$ cat config.mk
export PLATFORM = sky130hd
export DESIGN_NAME = xor_checked_frame_parser_flat
export DESIGN_NICKNAME = d
export VERILOG_FILES = /design/src/rtl/xcfp_pkg.sv /design/src/rtl/xcfp_if.sv /design/src/rtl/xor_checked_frame_parser.sv /design/src/rtl/xcfp_core.sv /design/src/rtl/xcfp_out_buf.sv /design/src/flat_wrapper.sv
export SDC_FILE = /design/constraint.sdc
export NUM_CORES = 1
export LEC_CHECK = 0
export BUFFER_PORTS_ARGS = -buffer_cell sky130_fd_sc_hd__buf_2
export CORE_ASPECT_RATIO = 1.75
export CORE_MARGIN = 2
export CORE_UTILIZATION = 30
export CTS_BUF_LIST = sky130_fd_sc_hd__clkbuf_8
export CTS_CLUSTER_SIZE = 16
export DETAILED_ROUTE_END_ITERATION = 10
export PLACE_DENSITY = 0.55
export RECOVER_POWER = 25
export SLEW_MARGIN = 10
export SYNTH_ARGS = -nofsm -noshare
export SYNTH_HDL_FRONTEND = slang
export SYNTH_HIERARCHICAL = 1
export SYNTH_SLANG_ARGS = --single-unit
$ cat constraint.sdc
create_clock -name clk -period 3.7 [get_ports clk]
set_clock_uncertainty 0.15 [all_clocks]
set_input_delay 0.74 -clock clk [delete_from_list [all_inputs] [get_ports clk]]
set_output_delay 0.74 -clock clk [all_outputs]
set_load 0.01 [all_outputs]
$ cat src/rtl/xcfp_pkg.sv
// xcfp_pkg: constants, phase and status codes and the result type of the
// XOR-checked frame parser. No dependencies.
package xcfp_pkg;

    localparam logic [7:0] START_BYTE  = 8'h06;
    localparam logic [7:0] STOP_BYTE   = 8'h07;
    localparam logic [7:0] MAX_PAYLOAD = 8'd16;

    // parser phases
    localparam logic [2:0] PH_HUNT = 3'd0;
    localparam logic [2:0] PH_LEN  = 3'd1;
    localparam logic [2:0] PH_CMD  = 3'd2;
    localparam logic [2:0] PH_PAY  = 3'd3;
    localparam logic [2:0] PH_CHK  = 3'd4;
    localparam logic [2:0] PH_STOP = 3'd5;

    typedef logic [1:0] status_t;

    localparam status_t ST_OK     = 2'd0;
    localparam status_t ST_CHECK  = 2'd1;
    localparam status_t ST_NOSTOP = 2'd2;
    localparam status_t ST_BADLEN = 2'd3;

    typedef struct packed {
        logic [7:0]  command;
        logic [15:0] value;
        logic [7:0]  payload_length;
        status_t     status;
    } result_t;

endpackage

$ cat src/rtl/xcfp_if.sv
// xcfp_in_if / xcfp_out_if: valid/ready channels for received bytes and
// frame results. Depends on xcfp_pkg for the status type.
interface xcfp_in_if;
    logic       valid;
    logic       ready;
    logic [7:0] rx_byte;

    modport source (output valid, output rx_byte, input ready);
    modport sink   (input valid, input rx_byte, output ready);
endinterface

interface xcfp_out_if;
    logic              valid;
    logic              ready;
    logic [7:0]        command;
    logic [15:0]       value;
    logic [7:0]        payload_length;
    xcfp_pkg::status_t status;

    modport source (output valid, output command, output value, output payload_length,
                    output status, input ready);
    modport sink   (input valid, input command, input value, input payload_length,
                    input status, output ready);
endinterface

$ cat src/rtl/xor_checked_frame_parser.sv
// xor_checked_frame_parser: top level, parser core plus result buffer.
// Depends on xcfp_pkg, xcfp_if, xcfp_core and xcfp_out_buf.
//
//  channel | dir | payload                                     | handshake
//  --------+-----+---------------------------------------------+-----------
//  rx      | in  | rx_byte[7:0]                                | valid/ready
//  res     | out | command[7:0] value[15:0] payload_length[7:0] | valid/ready
//          |     | status[1:0]                                 |
//
// One byte item per cycle while rx.ready is high. A byte is stepped through
// the parser in the cycle it is accepted; any result item enters a two-entry
// buffer and is shown on res once older ones are taken. rx.ready drops only
// while both buffer entries hold results not yet taken. Reset (rst_n low,
// asynchronous) puts the parser in start-byte hunting and empties the buffer.
module xor_checked_frame_parser (
    input logic       clk,
    input logic       rst_n,
    xcfp_in_if.sink   rx,
    xcfp_out_if.source res
);
    import xcfp_pkg::*;

    logic    take;
    logic    core_valid;
    result_t core_res;
    result_t buf_res;
    logic    room;

    // a byte is taken only while the buffer can hold the one result it may cause
    assign rx.ready = room;
    assign take     = rx.valid && room;

    xcfp_core u_core (
        .clk       (clk),
        .rst_n     (rst_n),
        .take      (take),
        .rx_byte   (rx.rx_byte),
        .res_valid (core_valid),
        .res       (core_res)
    );

    xcfp_out_buf u_buf (
        .clk       (clk),
        .rst_n     (rst_n),
        .push      (core_valid),
        .push_data (core_res),
        .has_room  (room),
        .out_valid (res.valid),
        .out_ready (res.ready),
        .out_data  (buf_res)
    );

    assign res.command        = buf_res.command;
    assign res.value          = buf_res.value;
    assign res.payload_length = buf_res.payload_length;
    assign res.status         = buf_res.status;

endmodule

$ cat src/rtl/xcfp_core.sv
// xcfp_core: frame parser state registers and the one-byte step logic.
// Depends on xcfp_pkg.
module xcfp_core (
    input  logic              clk,
    input  logic              rst_n,
    input  logic              take,
    input  logic [7:0]        rx_byte,
    output logic              res_valid,
    output xcfp_pkg::result_t res
);
    import xcfp_pkg::*;

    logic [2:0]  phase_reg, phase_next;
    logic [7:0]  bytes_left_reg, bytes_left_next;
    logic [7:0]  frame_length_reg, frame_length_next;
    logic [7:0]  command_hold_reg, command_hold_next;
    logic [15:0] value_hold_reg, value_hold_next;
    logic [7:0]  parity_acc_reg, parity_acc_next;
    logic [7:0]  idx;
    logic [7:0]  left_dec;

    assign idx      = frame_length_reg - bytes_left_reg;
    assign left_dec = bytes_left_reg - 8'd1;

    always_comb
    begin
        phase_next        = phase_reg;
        bytes_left_next   = bytes_left_reg;
        frame_length_next = frame_length_reg;
        command_hold_next = command_hold_reg;
        value_hold_next   = value_hold_reg;
        parity_acc_next   = parity_acc_reg;
        res_valid         = 1'b0;
        res               = '{command: command_hold_reg, value: value_hold_reg,
                              payload_length: frame_length_reg, status: ST_OK};
        if (take)
        begin
            unique case (phase_reg)
                PH_LEN:
                begin
                    frame_length_next = rx_byte;
                    parity_acc_next   = parity_acc_reg ^ rx_byte;
                    if (rx_byte == 8'd0 || rx_byte > MAX_PAYLOAD)
                    begin
                        res_valid  = 1'b1;
                        res        = '{command: 8'd0, value: 16'd0,
                                       payload_length: rx_byte, status: ST_BADLEN};
                        phase_next = PH_HUNT;
                    end
                    else
                    begin
                        bytes_left_next = rx_byte;
                        phase_next      = PH_CMD;
                    end
                end
                PH_CMD:
                begin
                    command_hold_next = rx_byte;
                    parity_acc_next   = parity_acc_reg ^ rx_byte;
                    value_hold_next   = 16'd0;
                    phase_next        = PH_PAY;
                end
                PH_PAY:
                begin
                    parity_acc_next = parity_acc_reg ^ rx_byte;
                    if (frame_length_reg == 8'd1)
                        value_hold_next = {8'd0, rx_byte};
                    else if (idx == 8'd0)
                        value_hold_next = {rx_byte, 8'd0};
                    else if (idx == 8'd1)
                        value_hold_next = {value_hold_reg[15:8], rx_byte};
                    bytes_left_next = left_dec;
                    if (left_dec == 8'd0)
                        phase_next = PH_CHK;
                end
                PH_CHK:
                begin
                    parity_acc_next = parity_acc_reg ^ rx_byte;
                    phase_next      = PH_STOP;
                end
                PH_STOP:
                begin
                    res_valid  = 1'b1;
                    phase_next = PH_HUNT;
                    if (rx_byte != STOP_BYTE)
                        res.status = ST_NOSTOP;
                    else if (parity_acc_reg != 8'd0)
                        res.status = ST_CHECK;
                end
                default:
                begin
                    // hunting; unused codes fall back here too
                    phase_next = PH_HUNT;
                    if (rx_byte == START_BYTE)
                    begin
                        parity_acc_next = START_BYTE;
                        phase_next      = PH_LEN;
                    end
                end
            endcase
        end
    end

    always_ff @(posedge clk or negedge rst_n)
    begin
        if (!rst_n)
        begin
            phase_reg        <= PH_HUNT;
            bytes_left_reg   <= 8'd0;
            frame_length_reg <= 8'd0;
            command_hold_reg <= 8'd0;
            value_hold_reg   <= 16'd0;
            parity_acc_reg   <= 8'd0;
        end
        else
        begin
            phase_reg        <= phase_next;
            bytes_left_reg   <= bytes_left_next;
            frame_length_reg <= frame_length_next;
            command_hold_reg <= command_hold_next;
            value_hold_reg   <= value_hold_next;
            parity_acc_reg   <= parity_acc_next;
        end
    end

    // results come only from the length or stop phase
    a_res_phase: assert property (@(posedge clk) disable iff (!rst_n)
        res_valid |-> (phase_reg == PH_LEN || phase_reg == PH_STOP))
        else $error("result outside length/stop phase");

    // every result sends the parser back to hunting
    a_res_hunt: assert property (@(posedge clk) disable iff (!rst_n)
        res_valid |=> (phase_reg == PH_HUNT))
        else $error("parser did not return to hunting after a result");

    // payload phase always has bytes still to come
    a_pay_left: assert property (@(posedge clk) disable iff (!rst_n)
        (phase_reg == PH_PAY) |-> (bytes_left_reg != 8'd0))
        else $error("payload phase with no bytes left");

endmodule

$ cat src/rtl/xcfp_out_buf.sv
// xcfp_out_buf: two-entry result buffer between the parser and the result
// channel. Depends on xcfp_pkg.
module xcfp_out_buf (
    input  logic              clk,
    input  logic              rst_n,
    input  logic              push,
    input  xcfp_pkg::result_t push_data,
    output logic              has_room,
    output logic              out_valid,
    input  logic              out_ready,
    output xcfp_pkg::result_t out_data
);
    import xcfp_pkg::*;

    result_t    entry_reg [2];
    logic       wr_ptr_reg, wr_ptr_next;
    logic       rd_ptr_reg, rd_ptr_next;
    logic [1:0] count_reg, count_next;
    logic       pop;

    assign has_room  = (count_reg != 2'd2);
    assign out_valid = (count_reg != 2'd0);
    assign out_data  = entry_reg[rd_ptr_reg];
    assign pop       = out_valid && out_ready;

    always_comb
    begin
        wr_ptr_next = push ? ~wr_ptr_reg : wr_ptr_reg;
        rd_ptr_next = pop ? ~rd_ptr_reg : rd_ptr_reg;
        count_next  = count_reg + {1'b0, push} - {1'b0, pop};
    end

    always_ff @(posedge clk)
    begin
        if (push)
            entry_reg[wr_ptr_reg] <= push_data;
    end

    always_ff @(posedge clk or negedge rst_n)
    begin
        if (!rst_n)
        begin
            wr_ptr_reg <= 1'b0;
            rd_ptr_reg <= 1'b0;
            count_reg  <= 2'd0;
        end
        else
        begin
            wr_ptr_reg <= wr_ptr_next;
            rd_ptr_reg <= rd_ptr_next;
            count_reg  <= count_next;
        end
    end

    a_no_overflow: assert property (@(posedge clk) disable iff (!rst_n)
        push |-> has_room)
        else $error("result pushed into a full buffer");

    a_count_range: assert property (@(posedge clk) disable iff (!rst_n)
        count_reg != 2'd3)
        else $error("buffer count out of range");

    a_ptr_track: assert property (@(posedge clk) disable iff (!rst_n)
        (count_reg == 2'd0 || count_reg == 2'd2) |-> (wr_ptr_reg == rd_ptr_reg))
        else $error("buffer pointers disagree with count");

endmodule
$ cat src/flat_wrapper.sv
// flat-port wrapper written by rule: the top's interface ports become plain ports
module xor_checked_frame_parser_flat import xcfp_pkg::*;
  (clk, rst_n, rx_valid, rx_rx_byte, rx_ready, res_valid, res_command, res_value, res_payload_length, res_status, res_ready);
  xcfp_in_if rx_i ();
  xcfp_out_if res_i ();
  input logic clk;
  input logic rst_n;
  input wire logic [$bits(rx_i.valid)-1:0] rx_valid;
  input wire logic [$bits(rx_i.rx_byte)-1:0] rx_rx_byte;
  output wire logic [$bits(rx_i.ready)-1:0] rx_ready;
  output wire logic [$bits(res_i.valid)-1:0] res_valid;
  output wire logic [$bits(res_i.command)-1:0] res_command;
  output wire logic [$bits(res_i.value)-1:0] res_value;
  output wire logic [$bits(res_i.payload_length)-1:0] res_payload_length;
  output wire logic [$bits(res_i.status)-1:0] res_status;
  input wire logic [$bits(res_i.ready)-1:0] res_ready;
  assign rx_i.valid = rx_valid;
  assign rx_i.rx_byte = rx_rx_byte;
  assign rx_ready = rx_i.ready;
  assign res_valid = res_i.valid;
  assign res_command = res_i.command;
  assign res_value = res_i.value;
  assign res_payload_length = res_i.payload_length;
  assign res_status = res_i.status;
  assign res_i.ready = res_ready;
  xor_checked_frame_parser u_core (.clk(clk), .rst_n(rst_n), .rx(rx_i), .res(res_i));
endmodule
==> impl_metrics.tcl, run 1 <==
set metrics [dict create \
    p_clk_frac 0.352 \
    synth_cells 463 \
    start_kind "flop" \
    cp_max_fo 8 \
    dr.pass1.iters 7 \
    vias 3720 \
    final_layout_size_suffix_gt1_frac 0.2662 \
    cp-startpoint "u_core/u_core/bytes_left_reg[0]" \
    slowest_stage "dfrtp_1" \
    power.internal_mw 2.957 \
    dp_hpwl_um 9083 \
    chipWidth_um 110.2 \
    ys_ff_latch 123 \
    drt-initial-drc-count 201 \
    cts_hold_buf 0 \
    drtAntennaViolNets 0 \
    layout.area.seq_mm2 0.003420 \
    cp-end-kind "flop" \
    crit_arrival_ns 3.28 \
    wl_per_cell_um 16.65 \
    wirelength_um 12840 \
    grt_pass1_vias 3878 \
    core_mm2 0.01957 \
    area_delta_synth_final_pct 15.58 \
    vdd_drop_max_uv 249.6 \
    dp_slack_ns 0.5426 \
    cap_violations 1 \
    die-area_mm2 0.02091 \
    synth_top_area_share 0.3451 \
    clk_pin_slew_ns 0.08 \
    synth_top_cell_by_area "edfxtp_1" \
    cts_setup_buffers 0 \
    grt-ovfl-total 0 \
    synth_edf_count 68 \
    synth_warnings 6 \
    setup_ws_ns 0.5812 \
    clock_sinks 123 \
    die_y_um 189.8 \
    insertion_delay_ns 0.43 \
    viasPerCell 4.825 \
    required_ns 3.86 \
    ys_seq_area_frac 0.5777 \
    grt_pass1_wl_um 20200 \
    min_period_ns 3.119 \
    crit_path_max_incr_delay_ns 0.47 \
    gp_congestion 0.7734 \
    grt_max_degree 39 \
    fin_setup_tns_ns 0 \
    p_sw_frac 0.2872 \
    antenna_found_initial 0 \
    crit-reg2reg-launch "u_core/u_core/bytes_left_reg[0]" \
    placed_cell_area_mm2 0.006355 \
    slew_viol_final 39 \
    cts_resized 0 \
    root_buffer "clkbuf_8" \
    stdcell_area_mm2 0.006839 \
    multi_input_area_mm2 0.002285 \
    powerDensity_mw_per_mm2 606.6 \
    synth_nets 488 \
    max_freq_ghz 0.3206 \
    period_share 0.8429 \
    status "finished, violations left" \
    seqPwrFrac 0.413 \
    async_reset_ff_frac 0.4472 \
    syn_area_per_cell_um2 12.78 \
    power_frac_comb 0.235 \
    path_class "reg2reg" \
    p_leak_nw 2.838 \
    rsz0062_at_grt "false" \
    final_nets 538 \
    maxSlewHeadroom -0.4726 \
    io_pins 48 \
    clk_path_buf_depth 2 \
    failed_checks "max-capacitance violations, max-slew violations" \
    cts_inserted_buffers 17 \
    setup_violations 0 \
    post-route-drc-count 0 \
    hp-start "u_core/u_core/value_hold_reg[5]" \
    grt_util_all_layers 0.1299 \
    cp_cell_sequence "ha_1 > fa_1 > xor2_1 > o311a_1 > o21ai_1 > nor4_4 > nand3_2 > a31o_4 > a22o_1" \
    netSwitchingPower_mw 1.192 \
    synth_cell_types 53 \
    synth_area_leaders "edfxtp_1 35%, dfrtp_1 23%, mux2_4 7.4%" \
    antenna_cells 0 \
    hold_viol_final 0 \
    n_fill_cell 1928 \
    worstHoldPathType "reg2reg" \
    cts_tree "yes" \
    start_util 0.3024 \
    largest_reg_flops 68 \
    tightest_slew_ns 2.209 \
    port_buffers 47 \
    ys.flop_type "edfxtp_1" \
    synth.cell_area_mm2 0.005917 \
    htreeDepth 4 \
    core.rowCount 68 \
]
[power groups by stage]
stage	sequential, mW	combinational [mW]	clock, mW
floorplan	1.62	0.860	0
global placement	1.74	0.967	0
detailed placement	1.74	0.991	0
CTS	1.72	0.992	1.49
global route	1.74	1.06	1.56
finish	1.71	0.977	1.46
[through the flow]
step / utilization / hold slack [ns] / cells / power, mW
floorplan: - / 0.2944 / 463 / 2.479
global placement: 0.3247 / 0.3310 / 739 / 2.707
detailed placement: 0.3247 / 0.3359 / 739 / 2.735
CTS: 0.3501 / 0.3047 / 771 / 4.201
global route: 0.3495 / 0.3652 / 771 / 4.359
finish: 0.3495 / 0.3489 / 771 / 4.149
[cell usage after synthesis (15+ instances only)]
| library cell | n |
|---|---|
| a21oi_1 | 17 |
| a22o_1 | 18 |
| and2_1 | 30 |
| dfrtp_1 | 55 |
| edfxtp_1 | 68 |
| inv_1 | 15 |
| mux2_2 | 18 |
| mux2_4 | 29 |
| nand2_1 | 32 |
| nor2_1 | 30 |
| o21ai_0 | 24 |
[per-layer routing]
metal  part of all wire  global-route usage
met2               0.57              0.2445
met3              0.032             0.02741
met1               0.36              0.1275
met4              0.037             0.07019
met5                  0                   0
[cells in the final DEF (no fill, tap or decap), types with 2 or more instances in the layout]
cell type and count:
nor2b_1 2, nand4_1 2, xor2_1 6, mux2_4 29, buf_2 44, nor3b_1 5
nor4_1 7, ha_1 12, nand2b_1 7, o21a_1 3, a31oi_1 2, mux2_2 18
or2_1 2, inv_6 3, a21oi_1 17, inv_1 15, nor2_1 30, nor3_1 6
a22o_1 18, mux2i_1 2, and2_0 2, bufinv_16 6, nor3_2 2, clkbuf_1 5
o21ai_1 10, buf_4 5, edfxtp_1 68, nand3_1 4, dfrtp_1 54, xnor2_1 8
clkinv_4 5, nand2_1 32, o22a_1 2, clkbuf_8 17, and2_1 28, o21ai_0 25
[final cells by class]
| class | instances | share of cell area |
|---|---|---|
| flip-flops and latches | 123 | 0.5000 |
| multi-input cells | 302 | 0.3341 |
| well taps | 245 | 0.04482 |
| repair buffers | 54 | 0.04043 |
| clock inverters | 15 | 0.03824 |
| clock buffers | 17 | 0.03421 |
| inverters | 15 | 0.008233 |
[path summary, 6_finish.rpt]
kind / endpoint / slack (ns) / depth (start not counted)
max: u_core/u_core/value_hold_reg[10] / 0.58 / 9
min: u_core/u_core/value_hold_reg[5] / 0.35 / 1
max in group asynchronous: u_core/u_core/command_hold_reg[7] / 0.80 / 2
max reg2reg: u_core/u_core/value_hold_reg[10] / 0.58 / 9
min reg2reg: u_core/u_core/value_hold_reg[5] / 0.35 / 1
min in group asynchronous: u_core/u_buf/rd_ptr_reg / 0.81 / 1
[kinds of logic after synthesis]
family	after synthesis	synth area share
and+or+nand+nor	137	0.1248
DFF	123	0.5777
muxes	49	0.1112
buffers and inverters	38	0.03658
AOI/OAI and AO/OA	89	0.1002
xor gates and xnor gates	14	0.02072
adders and majority gates	13	0.02876
[worst max-delay path: cells and delay by family (launching register included)]
family          cells  cell delay (ns)
compound gates      4             0.83
fa+ha+maj           2             0.70
simple gates        2             0.64
flops               1             0.47
xor+xnor            1             0.19
Note: power is estimated with default switching activity, not from simulation.
==> run 2: changes to the inputs <==
==> constraint.sdc (replaced) <==
create_clock -name clk -period 3 [get_ports clk]
set_clock_uncertainty 0.15 [all_clocks]
set_input_delay 0.6 -clock clk [delete_from_list [all_inputs] [get_ports clk]]
set_output_delay 0.6 -clock clk [all_outputs]
set_load 0.01 [all_outputs]
==> impl_metrics.tcl, run 2 (synthesis results as in run 1) <==
set metrics [dict create \
    status "finished clean" \
    dr.pass1.iters 4 \
    io_pins 48 \
    hp-start "res_ready" \
    final_cell_count_no_fill 780 \
    grt_max_degree 56 \
    post-route-drc-count 0 \
    cts_inserted_buffers 17 \
    mostFrequentLayoutCells "68 x edfxtp_1, 54 x dfrtp_1, 45 x buf_2, 32 x nand2_1, 30 x nor2_1" \
    cp_max_fo 8 \
    wirelength_um 12570 \
    slowest_stage "fa_1" \
    cts_setup_buffers 0 \
    dp_slack_ns 0.1675 \
    powerDensity_mw_per_mm2 711.6 \
    core.rowCount 68 \
    cap_violations 0 \
    core_mm2 0.01957 \
    final_nets 547 \
    crit_arrival_ns 3.01 \
    maxSlewHeadroom 0.05524 \
    cts_tree "yes" \
    worst_hold_slack_ns 0.3375 \
    crit_path_max_incr_delay_ns 0.42 \
    crit_path_frequent_cell "a21oi_1" \
    critPathBufInv 1 \
    vdd_drop_max_uv 274.5 \
    p_leak_nw 2.852 \
    drtAntennaViolNets 0 \
    viasPerCell 4.829 \
    cp-startpoint "u_core/u_core/frame_length_reg[0]" \
    area_delta_synth_final_pct 16.09 \
    clk_path_buf_depth 2 \
    setup_ws_ns 0.1657 \
    start_util 0.3024 \
    vias 3767 \
    max_freq_ghz 0.3528 \
    hold_viol_final 0 \
    htreeDepth 4 \
    path_class "reg2reg" \
    setup_violations 0 \
    dp_hpwl_um 8990 \
    slew_viol_final 0 \
    clock_sinks 123 \
    wl_per_cell_um 16.11 \
    place_inst 748 \
    gp_congestion 0.8702 \
    period_share 0.9448 \
    cp_cell_sequence "inv_1 > ha_1 > fa_1 > nand2b_1 > a21oi_1 > xor2_1 > nor4_4 > a21oi_1 > or2_1 > a22o_1" \
    antenna_found_initial 0 \
    cts_resized 0 \
    required_ns 3.17 \
    min_period_ns 2.834 \
    final_layout_size_suffix_gt1_frac 0.2804 \
    root_buffer "clkbuf_8" \
    insertion_delay_ns 0.44 \
    grt_util_all_layers 0.1296 \
    cts_hold_buf 0 \
    critPathTopFamily "simple AND/OR/NAND/NOR gates" \
    tightest_slew_ns 1.417 \
    largest_reg_flops 68 \
    fin_setup_tns_ns 0 \
    die-area_mm2 0.02091 \
    worstHoldPathType "in2reg" \
    port_buffers 47 \
    antenna_cells 0 \
    start_kind "flop" \
    grt_pass1_wl_um 20390 \
    final_util 0.3510 \
    grt_pass1_vias 3906 \
    rsz0062_at_grt "false" \
    cp-end-kind "flop" \
    grt-ovfl-total 0 \
    n_fill_cell 1931 \
    drt-initial-drc-count 197 \
    chipWidth_um 110.2 \
    die_y_um 189.8 \
    clk_pin_slew_ns 0.08 \
    crit-reg2reg-launch "u_core/u_core/frame_length_reg[0]" \
    final_common_cell "edfxtp_1" \
]
## run 2: cell type report
class / instances / area [um^2] / share of cell area
multi-input cells: 302 / 2291 / 0.3335
flip-flops and latches: 123 / 3420 / 0.4978
inverters: 15 / 56.30 / 0.008197
well taps: 245 / 306.5 / 0.04463
clock buffers: 17 / 234.0 / 0.03406
clock inverters: 15 / 197.7 / 0.02878
repair buffers: 63 / 364.1 / 0.05301
## run 2: report_power, final
part	switching (mW)	internal [mW]	total, mW
sequential	0.0884	1.90	1.99
clock	0.691	0.905	1.60
combinational	0.661	0.640	1.30
total	1.44	3.45	4.89
## run 2: final timing paths
kind / endpoint / slack, ns / cells after the start
worst max-delay path: u_core/u_core/value_hold_reg[7] / 0.17 / 10
worst min register to register: u_core/u_core/value_hold_reg[5] / 0.35 / 1
worst min-delay path: u_core/u_buf/rd_ptr_reg / 0.34 / 3
max in group asynchronous: u_core/u_buf/rd_ptr_reg / 1.37 / 2
min in group asynchronous: u_core/u_buf/count_reg[0] / 0.41 / 2
worst max register to register: u_core/u_core/value_hold_reg[7] / 0.17 / 10
## run 2: per-layer routing
layer,vias to the layer above,GRT usage,share of wire
li1,1797,-,-
met1,1871,0.1253,0.36
met2,70,0.2435,0.57
met3,29,0.02809,0.031
met4,0,0.07404,0.039
met5,-,0,0
## run 2: worst reg2reg max path: stages (launching register included)
cell,delay [ns]
dfrtp_1,0.36
inv_1,0.07
ha_1,0.22
fa_1,0.42
nand2b_1,0.17
a21oi_1,0.15
xor2_1,0.12
nor4_4,0.35
a21oi_1,0.11
or2_1,0.33
a22o_1,0.27
## run 2: metrics by stage
step / total power, mW / instance area [um^2]
2_1_floorplan: 3.060 / 5926
3_3_place_gp: 3.325 / 6454
3_5_place_dp: 3.354 / 6454
4_1_cts: 4.958 / 6885
5_1_grt: 5.125 / 6869
6_report: 4.888 / 6869
